File: src/rtl/tcc_pkg.sv
// Shared types, widths and constants of the triangle cell classifier.
// Geometry width helpers are shared by tcc_geom and the top level.
// No dependencies.
`timescale 1ns / 1ps
`default_nettype none

package tcc_pkg;

  // Fixed field widths
  localparam int SCREEN_W   = 10;
  localparam int ORIGIN_W   = 10;
  localparam int SPX_W      = 4;
  localparam int INV_W      = 16;
  localparam int TRI_W      = 13;
  localparam int SLOT_W     = 3;
  localparam int CFG_DATA_W = 16;
  localparam int CFG_IDX_W  = 3;

  localparam int TRI_MIN = -4096;
  localparam int TRI_MAX = 4095;

  // Pipeline stages
  localparam int NSTG     = 6;
  localparam int ST_IN    = 0;
  localparam int ST_PX    = 1;
  localparam int ST_PROD  = 2;
  localparam int ST_CELL  = 3;
  localparam int ST_QUOT  = 4;
  localparam int ST_OUT   = 5;

  typedef enum logic [CFG_IDX_W-1:0] {
    REG_ORIGIN_COL = 3'd0,
    REG_ORIGIN_ROW = 3'd1,
    REG_SPX_WIDTH  = 3'd2,
    REG_SPX_HEIGHT = 3'd3,
    REG_INV_EDGE   = 3'd4,
    REG_INV_HEIGHT = 3'd5
  } cfg_reg_e;

  typedef struct packed {
    logic [ORIGIN_W-1:0] origin_col;
    logic [ORIGIN_W-1:0] origin_row;
    logic [SPX_W-1:0]    spx_width;
    logic [SPX_W-1:0]    spx_height;
    logic [INV_W-1:0]    inv_edge;
    logic [INV_W-1:0]    inv_height;
  } cfg_t;

  // Effective screen bits: the fields never carry more than SCREEN_W bits
  function automatic int eff_sb(input int sb);
    return (sb < SCREEN_W) ? sb : SCREEN_W;
  endfunction

  // Signed sub-pixel offset width
  function automatic int px_w(input int sb);
    return eff_sb(sb) + SPX_W + 1;
  endfunction

  // Signed product width, scale 2^F
  function automatic int b_w(input int sb);
    return eff_sb(sb) + SPX_W + INV_W + 1;
  endfunction

  // Signed skewed coordinate width, scale 2^(F+1)
  function automatic int a2_w(input int sb);
    return b_w(sb) + 2;
  endfunction

  function automatic int col_w(input int f, input int sb);
    return a2_w(sb) - f - 1;
  endfunction

  function automatic int row_w(input int f, input int sb);
    return b_w(sb) - f;
  endfunction

  // Width of the offset slot sum, always non-negative
  function automatic int u_w(input int f, input int sb);
    int c;
    int r;
    c = col_w(f, sb);
    r = row_w(f, sb) + 1;
    return ((c > r) ? c : r) + 3;
  endfunction

endpackage

`default_nettype wire

File: src/rtl/tcc_if.sv
// Valid/ready channel interfaces of the triangle cell classifier.
// Depends on tcc_pkg for field widths.
`timescale 1ns / 1ps
`default_nettype none

interface tcc_in_if;
  import tcc_pkg::*;

  logic                valid;
  logic                ready;
  logic [SCREEN_W-1:0] screen_col;
  logic [SCREEN_W-1:0] screen_row;

  modport source (output valid, output screen_col, output screen_row, input ready);
  modport sink   (input valid, input screen_col, input screen_row, output ready);
endinterface

interface tcc_out_if;
  import tcc_pkg::*;

  logic                    valid;
  logic                    ready;
  logic signed [TRI_W-1:0] tri_col;
  logic signed [TRI_W-1:0] tri_row;
  logic                    up_half;
  logic [SLOT_W-1:0]       palette_slot;

  modport source (output valid, output tri_col, output tri_row, output up_half,
                  output palette_slot, input ready);
  modport sink   (input valid, input tri_col, input tri_row, input up_half,
                  input palette_slot, output ready);
endinterface

`default_nettype wire

File: src/rtl/tcc_cfg.sv
// Configuration register file of the triangle cell classifier.
// Depends on tcc_pkg.
`timescale 1ns / 1ps
`default_nettype none

module tcc_cfg (
  input  wire logic                           clk_i,
  input  wire logic                           rst_ni,
  input  wire logic                           cfg_we_i,
  input  wire logic [tcc_pkg::CFG_IDX_W-1:0]  cfg_idx_i,
  input  wire logic [tcc_pkg::CFG_DATA_W-1:0] cfg_data_i,
  output tcc_pkg::cfg_t                       cfg_o
);
  import tcc_pkg::*;

  cfg_t cfg_q, cfg_d;

  always_comb begin
    cfg_d = cfg_q;
    if (cfg_we_i) begin
      unique case (cfg_reg_e'(cfg_idx_i))
        REG_ORIGIN_COL: cfg_d.origin_col = cfg_data_i[ORIGIN_W-1:0];
        REG_ORIGIN_ROW: cfg_d.origin_row = cfg_data_i[ORIGIN_W-1:0];
        REG_SPX_WIDTH:  cfg_d.spx_width  = cfg_data_i[SPX_W-1:0];
        REG_SPX_HEIGHT: cfg_d.spx_height = cfg_data_i[SPX_W-1:0];
        REG_INV_EDGE:   cfg_d.inv_edge   = cfg_data_i[INV_W-1:0];
        REG_INV_HEIGHT: cfg_d.inv_height = cfg_data_i[INV_W-1:0];
        default: ;  // drop writes to unmapped indexes
      endcase
    end
  end

  always_ff @(posedge clk_i or negedge rst_ni) begin
    if (!rst_ni) begin
      cfg_q.origin_col <= ORIGIN_W'(40);
      cfg_q.origin_row <= ORIGIN_W'(11);
      cfg_q.spx_width  <= SPX_W'(2);
      cfg_q.spx_height <= SPX_W'(4);
      cfg_q.inv_edge   <= INV_W'(4681);
      cfg_q.inv_height <= INV_W'(5405);
    end else begin
      cfg_q <= cfg_d;
    end
  end

  assign cfg_o = cfg_q;

endmodule

`default_nettype wire

File: src/rtl/tcc_ctl.sv
// Stage valid chain and per-stage load enables of the classifier pipeline.
// Depends on tcc_pkg for the stage count.
`timescale 1ns / 1ps
`default_nettype none

module tcc_ctl (
  input  wire logic                     clk_i,
  input  wire logic                     rst_ni,
  input  wire logic                     in_valid_i,
  input  wire logic                     out_ready_i,
  output logic [tcc_pkg::NSTG-1:0]      en_o,
  output logic                          out_valid_o
);
  import tcc_pkg::*;

  logic [NSTG-1:0] v_q, v_d;
  logic [NSTG-1:0] en;

  // A stage may load when it is empty or its word moves on this cycle
  always_comb begin
    en[NSTG-1] = !v_q[NSTG-1] || out_ready_i;
    for (int k = NSTG - 2; k >= 0; k--) begin
      en[k] = !v_q[k] || en[k+1];
    end
  end

  always_comb begin
    v_d[0] = en[0] ? in_valid_i : v_q[0];
    for (int k = 1; k < NSTG; k++) begin
      v_d[k] = en[k] ? v_q[k-1] : v_q[k];
    end
  end

  always_ff @(posedge clk_i or negedge rst_ni) begin
    if (!rst_ni) begin
      v_q <= '0;
    end else begin
      v_q <= v_d;
    end
  end

  assign en_o        = en;
  assign out_valid_o = v_q[NSTG-1];

endmodule

`default_nettype wire

File: src/rtl/tcc_geom.sv
// Geometry datapath: origin offset, sub-pixel scale, reciprocal multiply,
// floor to grid cell and half test. Three registered stages. Uses tcc_pkg.
`timescale 1ns / 1ps
`default_nettype none

module tcc_geom #(
  parameter int FRAC_BITS   = 16,
  parameter int SCREEN_BITS = 10,
  parameter int COLOR_COUNT = 6
) (
  input  wire logic                                          clk_i,
  input  wire logic [tcc_pkg::NSTG-1:0]                      en_i,
  input  wire tcc_pkg::cfg_t                                 cfg_i,
  input  wire logic [tcc_pkg::SCREEN_W-1:0]                  sc_i,
  input  wire logic [tcc_pkg::SCREEN_W-1:0]                  sr_i,
  output logic [tcc_pkg::col_w(FRAC_BITS, SCREEN_BITS)-1:0]  col_o,
  output logic [tcc_pkg::row_w(FRAC_BITS, SCREEN_BITS)-1:0]  row_o,
  output logic                                               up_o,
  output logic [tcc_pkg::u_w(FRAC_BITS, SCREEN_BITS)-1:0]    u_o
);
  import tcc_pkg::*;

  localparam int SB     = eff_sb(SCREEN_BITS);
  localparam int DX_W   = SB + 1;
  localparam int PX_W   = px_w(SCREEN_BITS);
  localparam int B_W    = b_w(SCREEN_BITS);
  localparam int A2_W   = a2_w(SCREEN_BITS);
  localparam int COL_W  = col_w(FRAC_BITS, SCREEN_BITS);
  localparam int ROW_W  = row_w(FRAC_BITS, SCREEN_BITS);
  localparam int U_W    = u_w(FRAC_BITS, SCREEN_BITS);
  localparam int SUM_W  = U_W - 1;
  localparam longint HALF_RANGE = longint'(1) << (SUM_W - 1);
  // Multiple of the palette size that lifts every slot sum above zero
  localparam longint OFFSET =
    longint'(COLOR_COUNT) * ((HALF_RANGE + longint'(COLOR_COUNT) - 1) / COLOR_COUNT);

  // Stage 1: signed sub-pixel offsets
  logic signed [DX_W-1:0] dx, dy;
  logic signed [PX_W-1:0] dx_x, dy_x, sw_x, sh_x;
  logic signed [PX_W-1:0] px_q, py_q;

  always_comb begin
    dx   = signed'({1'b0, sc_i[SB-1:0]} - {1'b0, cfg_i.origin_col[SB-1:0]});
    dy   = signed'({1'b0, sr_i[SB-1:0]} - {1'b0, cfg_i.origin_row[SB-1:0]});
    dx_x = {{(PX_W-DX_W){dx[DX_W-1]}}, dx};
    dy_x = {{(PX_W-DX_W){dy[DX_W-1]}}, dy};
    sw_x = signed'({{(PX_W-SPX_W){1'b0}}, cfg_i.spx_width});
    sh_x = signed'({{(PX_W-SPX_W){1'b0}}, cfg_i.spx_height});
  end

  always_ff @(posedge clk_i) begin
    if (en_i[ST_PX]) begin
      px_q <= dx_x * sw_x;
      py_q <= dy_x * sh_x;
    end
  end

  // Stage 2: reciprocal products, scale 2^F
  logic signed [B_W-1:0] px_b, py_b, ie_b, ih_b;
  logic signed [B_W-1:0] pe_q, b_q;

  always_comb begin
    px_b = {{(B_W-PX_W){px_q[PX_W-1]}}, px_q};
    py_b = {{(B_W-PX_W){py_q[PX_W-1]}}, py_q};
    ie_b = signed'({{(B_W-INV_W){1'b0}}, cfg_i.inv_edge});
    ih_b = signed'({{(B_W-INV_W){1'b0}}, cfg_i.inv_height});
  end

  always_ff @(posedge clk_i) begin
    if (en_i[ST_PROD]) begin
      pe_q <= px_b * ie_b;
      b_q  <= py_b * ih_b;
    end
  end

  // Stage 3: skew, floor, half test and offset slot sum
  logic [A2_W-1:0]        a2;
  logic [COL_W-1:0]       col;
  logic [ROW_W-1:0]       row;
  logic [FRAC_BITS+1:0]   fsum;
  logic                   up;
  logic [U_W-1:0]         u;

  always_comb begin
    // a = px/edge - b/2, held as 2a
    a2   = {pe_q[B_W-1], pe_q, 1'b0} - {{2{b_q[B_W-1]}}, b_q};
    col  = a2[A2_W-1:FRAC_BITS+1];
    row  = b_q[B_W-1:FRAC_BITS];
    fsum = {1'b0, a2[FRAC_BITS:0]} + {1'b0, b_q[FRAC_BITS-1:0], 1'b0};
    up   = fsum[FRAC_BITS+1];
    u    = {{(U_W-COL_W){col[COL_W-1]}}, col}
         + {{(U_W-ROW_W-1){row[ROW_W-1]}}, row, 1'b0}
         + {{(U_W-1){1'b0}}, up}
         + U_W'(OFFSET);
  end

  always_ff @(posedge clk_i) begin
    if (en_i[ST_CELL]) begin
      col_o <= col;
      row_o <= row;
      up_o  <= up;
      u_o   <= u;
    end
  end

endmodule

`default_nettype wire

File: src/rtl/tcc_slot.sv
// Palette slot: non-negative remainder by the palette size through a
// reciprocal multiply and one correction. Two registered stages. Uses tcc_pkg.
`timescale 1ns / 1ps
`default_nettype none

module tcc_slot #(
  parameter int COLOR_COUNT = 6,
  parameter int U_W         = 19
) (
  input  wire logic                          clk_i,
  input  wire logic [tcc_pkg::NSTG-1:0]      en_i,
  input  wire logic [U_W-1:0]                u_i,
  output logic [tcc_pkg::SLOT_W-1:0]         slot_o
);
  import tcc_pkg::*;

  localparam logic [U_W-1:0] CNT   = U_W'(COLOR_COUNT);
  localparam logic [U_W-1:0] RECIP = U_W'((longint'(1) << U_W) / COLOR_COUNT);

  // Stage 4: quotient estimate, low by at most one
  logic [2*U_W-1:0] prod;
  logic [U_W-1:0]   q_q, u_q;

  assign prod = {{U_W{1'b0}}, u_i} * {{U_W{1'b0}}, RECIP};

  always_ff @(posedge clk_i) begin
    if (en_i[ST_QUOT]) begin
      q_q <= prod[2*U_W-1:U_W];
      u_q <= u_i;
    end
  end

  // Stage 5: remainder and single correction
  logic [U_W-1:0] rem, rem_fix;

  always_comb begin
    rem     = u_q - q_q * CNT;
    rem_fix = (rem >= CNT) ? rem - CNT : rem;
  end

  always_ff @(posedge clk_i) begin
    if (en_i[ST_OUT]) begin
      slot_o <= rem_fix[SLOT_W-1:0];
    end
  end

endmodule

`default_nettype wire

File: src/rtl/iso_triangle_cell_classifier.sv
// Top level of the isometric triangle cell classifier.
// Depends on tcc_pkg, tcc_if, tcc_cfg, tcc_ctl, tcc_geom and tcc_slot.
`timescale 1ns / 1ps
`default_nettype none

//  channel | direction | word
//  --------+-----------+-----------------------------------------------
//  in_i    | sink      | screen_col, screen_row (character position)
//  out_o   | source    | tri_col, tri_row, up_half, palette_slot
//  cfg     | write     | cfg_we_i, cfg_idx_i, cfg_data_i (six registers)
//
//  One word is accepted every cycle while in_i.ready is high; each result
//  is offered once its word has passed six registers (input register,
//  scale, reciprocal multiply, cell floor, slot quotient, output register).
//  Each stage has its own valid bit and loads when empty or draining, so
//  a stall on out_o only backs up once the pipeline is full.
//  Reset clears the valid chain and loads the default grid configuration.
module iso_triangle_cell_classifier #(
  parameter int COLOR_COUNT = 6,
  parameter int FRAC_BITS   = 16,
  parameter int SCREEN_BITS = 10
) (
  input  wire logic                           clk_i,
  input  wire logic                           rst_ni,
  tcc_in_if.sink                              in_i,
  tcc_out_if.source                           out_o,
  input  wire logic                           cfg_we_i,
  input  wire logic [tcc_pkg::CFG_IDX_W-1:0]  cfg_idx_i,
  input  wire logic [tcc_pkg::CFG_DATA_W-1:0] cfg_data_i
);
  import tcc_pkg::*;

  localparam int COL_W  = col_w(FRAC_BITS, SCREEN_BITS);
  localparam int ROW_W  = row_w(FRAC_BITS, SCREEN_BITS);
  localparam int U_W    = u_w(FRAC_BITS, SCREEN_BITS);
  localparam int CEXT_W = ((COL_W > TRI_W) ? COL_W : TRI_W) + 1;
  localparam int REXT_W = ((ROW_W > TRI_W) ? ROW_W : TRI_W) + 1;
  localparam logic signed [CEXT_W-1:0] CMIN = CEXT_W'(TRI_MIN);
  localparam logic signed [CEXT_W-1:0] CMAX = CEXT_W'(TRI_MAX);
  localparam logic signed [REXT_W-1:0] RMIN = REXT_W'(TRI_MIN);
  localparam logic signed [REXT_W-1:0] RMAX = REXT_W'(TRI_MAX);

  cfg_t            cfg;
  logic [NSTG-1:0] en;

  tcc_cfg u_cfg (
    .clk_i      (clk_i),
    .rst_ni     (rst_ni),
    .cfg_we_i   (cfg_we_i),
    .cfg_idx_i  (cfg_idx_i),
    .cfg_data_i (cfg_data_i),
    .cfg_o      (cfg)
  );

  tcc_ctl u_ctl (
    .clk_i       (clk_i),
    .rst_ni      (rst_ni),
    .in_valid_i  (in_i.valid),
    .out_ready_i (out_o.ready),
    .en_o        (en),
    .out_valid_o (out_o.valid)
  );

  // Take a word whenever the input register can load
  assign in_i.ready = en[ST_IN];

  logic [SCREEN_W-1:0] sc_q, sr_q;

  always_ff @(posedge clk_i) begin
    if (en[ST_IN]) begin
      sc_q <= in_i.screen_col;
      sr_q <= in_i.screen_row;
    end
  end

  logic [COL_W-1:0] col3;
  logic [ROW_W-1:0] row3;
  logic             up3;
  logic [U_W-1:0]   u3;

  tcc_geom #(
    .FRAC_BITS   (FRAC_BITS),
    .SCREEN_BITS (SCREEN_BITS),
    .COLOR_COUNT (COLOR_COUNT)
  ) u_geom (
    .clk_i (clk_i),
    .en_i  (en),
    .cfg_i (cfg),
    .sc_i  (sc_q),
    .sr_i  (sr_q),
    .col_o (col3),
    .row_o (row3),
    .up_o  (up3),
    .u_o   (u3)
  );

  tcc_slot #(
    .COLOR_COUNT (COLOR_COUNT),
    .U_W         (U_W)
  ) u_slot (
    .clk_i  (clk_i),
    .en_i   (en),
    .u_i    (u3),
    .slot_o (out_o.palette_slot)
  );

  // Clamp grid address to the output range; half and slot use the raw values
  logic signed [CEXT_W-1:0] col_x;
  logic signed [REXT_W-1:0] row_x;
  logic [TRI_W-1:0]         col_sat, row_sat;

  always_comb begin
    col_x = signed'({{(CEXT_W-COL_W){col3[COL_W-1]}}, col3});
    row_x = signed'({{(REXT_W-ROW_W){row3[ROW_W-1]}}, row3});
    if (col_x < CMIN) begin
      col_sat = TRI_W'(TRI_MIN);
    end else if (col_x > CMAX) begin
      col_sat = TRI_W'(TRI_MAX);
    end else begin
      col_sat = col_x[TRI_W-1:0];
    end
    if (row_x < RMIN) begin
      row_sat = TRI_W'(TRI_MIN);
    end else if (row_x > RMAX) begin
      row_sat = TRI_W'(TRI_MAX);
    end else begin
      row_sat = row_x[TRI_W-1:0];
    end
  end

  // Carry cell fields alongside the slot quotient and remainder stages
  logic [TRI_W-1:0] col4_q, row4_q, col5_q, row5_q;
  logic             up4_q, up5_q;

  always_ff @(posedge clk_i) begin
    if (en[ST_QUOT]) begin
      col4_q <= col_sat;
      row4_q <= row_sat;
      up4_q  <= up3;
    end
    if (en[ST_OUT]) begin
      col5_q <= col4_q;
      row5_q <= row4_q;
      up5_q  <= up4_q;
    end
  end

  assign out_o.tri_col = signed'(col5_q);
  assign out_o.tri_row = signed'(row5_q);
  assign out_o.up_half = up5_q;

endmodule

`default_nettype wire
File: src/flat_wrapper.sv
// flat-port wrapper written by rule: the top's interface ports become plain ports
module iso_triangle_cell_classifier_flat import tcc_pkg::*;
#(
  parameter int COLOR_COUNT = 6,
  parameter int FRAC_BITS   = 16,
  parameter int SCREEN_BITS = 10
)
  (clk_i, rst_ni, cfg_we_i, cfg_idx_i, cfg_data_i, in_i_valid, in_i_screen_col, in_i_screen_row, in_i_ready, out_o_valid, out_o_tri_col, out_o_tri_row, out_o_up_half, out_o_palette_slot, out_o_ready);
  tcc_in_if in_i_i ();
  tcc_out_if out_o_i ();
  input  wire logic clk_i;
  input  wire logic rst_ni;
  input  wire logic cfg_we_i;
  input  wire logic [tcc_pkg::CFG_IDX_W-1:0] cfg_idx_i;
  input  wire logic [tcc_pkg::CFG_DATA_W-1:0] cfg_data_i;
  input wire logic [$bits(in_i_i.valid)-1:0] in_i_valid;
  input wire logic [$bits(in_i_i.screen_col)-1:0] in_i_screen_col;
  input wire logic [$bits(in_i_i.screen_row)-1:0] in_i_screen_row;
  output wire logic [$bits(in_i_i.ready)-1:0] in_i_ready;
  output wire logic [$bits(out_o_i.valid)-1:0] out_o_valid;
  output wire logic [$bits(out_o_i.tri_col)-1:0] out_o_tri_col;
  output wire logic [$bits(out_o_i.tri_row)-1:0] out_o_tri_row;
  output wire logic [$bits(out_o_i.up_half)-1:0] out_o_up_half;
  output wire logic [$bits(out_o_i.palette_slot)-1:0] out_o_palette_slot;
  input wire logic [$bits(out_o_i.ready)-1:0] out_o_ready;
  assign in_i_i.valid = in_i_valid;
  assign in_i_i.screen_col = in_i_screen_col;
  assign in_i_i.screen_row = in_i_screen_row;
  assign in_i_ready = in_i_i.ready;
  assign out_o_valid = out_o_i.valid;
  assign out_o_tri_col = out_o_i.tri_col;
  assign out_o_tri_row = out_o_i.tri_row;
  assign out_o_up_half = out_o_i.up_half;
  assign out_o_palette_slot = out_o_i.palette_slot;
  assign out_o_i.ready = out_o_ready;
  iso_triangle_cell_classifier #(.COLOR_COUNT(COLOR_COUNT), .FRAC_BITS(FRAC_BITS), .SCREEN_BITS(SCREEN_BITS)) u_core (.clk_i(clk_i), .rst_ni(rst_ni), .in_i(in_i_i), .out_o(out_o_i), .cfg_we_i(cfg_we_i), .cfg_idx_i(cfg_idx_i), .cfg_data_i(cfg_data_i));
endmodule
File: config.mk
export PLATFORM = sky130hd
export DESIGN_NAME = iso_triangle_cell_classifier_flat
export DESIGN_NICKNAME = d
export VERILOG_FILES = /design/src/rtl/tcc_pkg.sv /design/src/rtl/tcc_if.sv /design/src/rtl/tcc_cfg.sv /design/src/rtl/tcc_ctl.sv /design/src/rtl/tcc_geom.sv /design/src/rtl/tcc_slot.sv /design/src/rtl/iso_triangle_cell_classifier.sv /design/src/flat_wrapper.sv
export SDC_FILE = /design/constraint.sdc
export NUM_CORES = 2
export LEC_CHECK = 0
export BUFFER_PORTS_ARGS = -buffer_cell sky130_fd_sc_hd__buf_2
export CELL_PAD_IN_SITES_DETAIL_PLACEMENT = 0
export CELL_PAD_IN_SITES_GLOBAL_PLACEMENT = 2
export CORE_MARGIN = 5
export CORE_UTILIZATION = 43
export CTS_CLUSTER_DIAMETER = 200
export DETAILED_ROUTE_END_ITERATION = 8
export PLACE_DENSITY = 0.85
export SYNTH_ARGS = -nofsm -noshare
export SYNTH_HDL_FRONTEND = slang
export SYNTH_SLANG_ARGS = --single-unit
File: constraint.sdc
create_clock -name clk_i -period 7.94 [get_ports clk_i]
set_input_delay 0.794 -clock clk_i [delete_from_list [all_inputs] [get_ports clk_i]]
set_output_delay 0.794 -clock clk_i [all_outputs]
set_load 0.01 [all_outputs]
==> impl_metrics.yaml <==
layout:
  drive_above_1_share_pct: 6.33
  area_delta_synth_final_pct: 7.63
  final_cell_mix: "inv_1 (797), ha_1 (539), fa_1 (513), nand2_1 (375), edfxtp_1 (256)"
  final_nets: 5049
  diodes: 0
  fillers: 8617
  layout_commonest_cell: "inv_1"
sta:
  max-slew-margin-rel_pct: 34.3
  drv_slew: 0
  tightest_slew_ns: 0.980
  skew_ns: 0.0445
  period_needed_ns: 6.91
  finalSetupViolCount: 0
  min_period_over_period_pct: 87.0
  max_freq_mhz: 145
  rsz0062_at_grt: "no"
  fin_tns_setup_ns: 0
  finalHoldViolCount: 0
run_status:
  outcome: "complete, no violations"
critical_path:
  crit_chain: "inv_1, nor2_1, fa_1, inv_1, fa_1, fa_1, fa_1, fa_1, inv_1, fa_1, ha_1, a21o_1, a21o_1, a21o_1, a21o_1, and3_1, a221o_1, or3_1, a31o_1, a21oi_2, xnor2_1"
  critical-path-top-cell-by-count: "fa_1"
  setup.worst_path.end_class: "flip-flop"
  crit_type: "flip-flop to flip-flop"
  critPathRequiredTime_ns: 8.27
  arrival_ns: 7.24
  cpPeakStageDelay_ns: 0.63
  crit_path_start_kind: "flip-flop"
  crit_start: "u_core.u_geom.px_q[14]"
  r2r_start: "u_core.u_geom.px_q[14]"
  crit_slowest_cell: "edfxtp_1"
  crit_fanout: 14
logic_synthesis:
  synth_seq_cells: 322
  synth_cells: 3913
  synth-async-reset-ratio_pct: 20.5
  ys_warn_count: 0
  mappedNetlistArea_um2: 39600
  synth_nets: 5009
  seq_area_frac_synth_pct: 23.6
  ys_types: 83
  yosys_most_used_dff: "edfxtp_1"
  synth_edf_count: 256
  avgSynthCellArea_um2: 10.1
route:
  drc: 0
  wire_per_inst_um: 17.2
  ant_nets: 0
  drt_iter0_markers: 1302
  vias: 25700
  drt-total-wl_mm: 88.7
  via_per_inst: 4.96
  drtPass1Iterations: 5
global_routing:
  grt_overflow: 0
  grt_pass1_wl_mm: 146
  grt_max_degree: 67
  antenna_found_initial: 0
  track_usage_pct: 18.5
  grt_pass1_vias: 26900
floorplan:
  die_y_um: 313
  dieWidth_um: 313
  dieArea_um2: 98200
  fp-row-count: 111
  io_pins: 76
  core_um2: 91500
  start_util_pct: 43.3
clock_network:
  cts_hold_buf: 0
  clockBufferDepth: 3
  clkLatencyLatePin_ns: 0.60
  h-tree-depth: 2
  cts_root_buf: "clkbuf_16"
  clkTransAtPathRegs_ns: 0.06
  cts_sinks: 322
  cts_tree: "built"
  post_cts_buffers: 0
  cts_resized: 0
  numCtsBuffers: 40
flow_run:
  max_cap_violations: 0
worst_hold_path:
  hold_class: "input port to async pin"
place:
  io_buffers: 75
  place_hpwl_mm: 72.2
  gp_congestion: 0.842
final timing paths:
kind,endpoint,slack [ns],depth (start not counted)
max,u_core.u_geom.pe_q[28],1.03,21
max reg2reg,u_core.u_geom.pe_q[28],1.03,21
min in group clk_i,u_core.sr_q[1],0.38,1
min reg2reg,u_core.out_o.tri_row[5],0.41,0
max in group asynchronous,u_core.u_cfg.cfg_o[13],6.97,1
min,u_core.u_cfg.cfg_o[56],0.34,1
worst max-delay path, delay by kind of cell, from the launching register on:
kind / cells / cell delay (ns)
adder cells (fa/ha/maj): 7 / 3.51
AO/OA/AOI/OAI: 7 / 1.43
flip-flops: 1 / 0.63
AND/OR/NAND/NOR: 3 / 0.61
buffers and inverters: 3 / 0.39
XOR/XNOR: 1 / 0.07
cell usage after synthesis (all sizes together), types with 4 or more instances:
| cell type | number | area share, % |
|---|---|---|
| nor2 | 151 | 1.4 |
| nand2 | 376 | 3.6 |
| a211oi | 9 | 0.20 |
| xor2 | 46 | 1.0 |
| or3 | 11 | 0.17 |
| edfxtp | 256 | 19 |
| nand2b | 46 | 0.73 |
| fa | 513 | 26 |
| o21bai | 23 | 0.45 |
| nand3 | 34 | 0.43 |
| a21o | 94 | 1.8 |
| o21ai | 91 | 1.2 |
| o41ai | 8 | 0.20 |
| nand4 | 7 | 0.11 |
| and2 | 251 | 4.0 |
| o21a | 14 | 0.27 |
| clkbuf | 89 | 0.84 |
| a21oi | 132 | 1.7 |
| o2111ai | 5 | 0.11 |
| a221o | 4 | 0.10 |
| nor4b | 4 | 0.10 |
| nor2b | 27 | 0.43 |
| a21boi | 11 | 0.22 |
| o211ai | 8 | 0.16 |
| inv | 799 | 7.6 |
| and3 | 16 | 0.25 |
| dfstp | 19 | 1.3 |
| mux2 | 45 | 1.3 |
| a31oi | 10 | 0.16 |
| o31ai | 5 | 0.13 |
| and4 | 5 | 0.11 |
| ha | 539 | 17 |
| or2 | 7 | 0.11 |
| xnor2 | 129 | 2.9 |
| nand4b | 5 | 0.11 |
| mux2i | 4 | 0.10 |
| nor3 | 27 | 0.34 |
| dfrtp | 47 | 3.0 |
metal layers:
metal  GRT usage, %  vias up  wire (µm)
li1               -    12600          -
met4           3.64        0       1610
met2           30.7      333      41400
met1           26.3    12600      42600
met3           2.52       95       3150
met5              0        -          0
sequential cells by signal (all words and copies together), names as in the netlist, 13 cells and up:
register / count
u_core.row4_q: 13
u_core.col4_q: 13
u_core.u_slot.u_q: 19
u_core.u_slot.q_q: 17
u_core.u_geom.py_q: 15
u_core.u_geom.pe_q: 31
u_core.u_geom.b_q: 31
u_core.u_geom.u_o: 19
u_core.out_o.tri_col: 13
u_core.out_o.tri_row: 13
u_core.u_geom.px_q: 15
u_core.u_geom.row_o: 15
u_core.u_cfg.cfg_o: 60
u_core.u_geom.col_o: 16
metrics by stage:
stage,cell area [µm²],std cells,setup WS (ns),hold WS (ns),utilization (%)
5_1_grt,42600,5170,0.712,0.360,46.6
3_5_place_dp,41200,5097,1.05,0.405,45.1
2_1_floorplan,39600,3913,1.40,0.400,-
4_1_cts,42600,5170,1.03,0.344,46.6
6_report,42600,5170,1.03,0.340,46.6
3_3_place_gp,41200,5097,1.09,0.403,45.1
cell type report:
| class | count | area [µm²] | area share, % |
|---|---|---|---|
| Inverter | 799 | 3000 | 7.04 |
| Timing Repair Buffer | 88 | 475 | 1.12 |
| Sequential cell | 322 | 9360 | 22.0 |
| Multi-Input combinational cell | 2702 | 26900 | 63.2 |
| Clock inverter | 24 | 313 | 0.734 |
| Clock buffer | 49 | 1070 | 2.50 |
| Tap cell | 1186 | 1480 | 3.48 |
kinds of logic (layout without fill, tap and decap cells):
kind of cell    count (synthesis)  count (layout)  share of synthesized area (%)
fa+ha+maj                    1052            1052                           43.0
simple gates                  977             977                           12.1
buf+inv                       889             960                           8.44
compound gates                446             446                           7.46
flops                         322             322                           23.6
xor+xnor                      177             177                           3.98
mux                            49              49                           1.38
other cells                     1               1                        0.00947
Power is left out: the tool's default activity adds up to more than one toggle a clock period on the data nets, which glitch-free logic cannot reach.
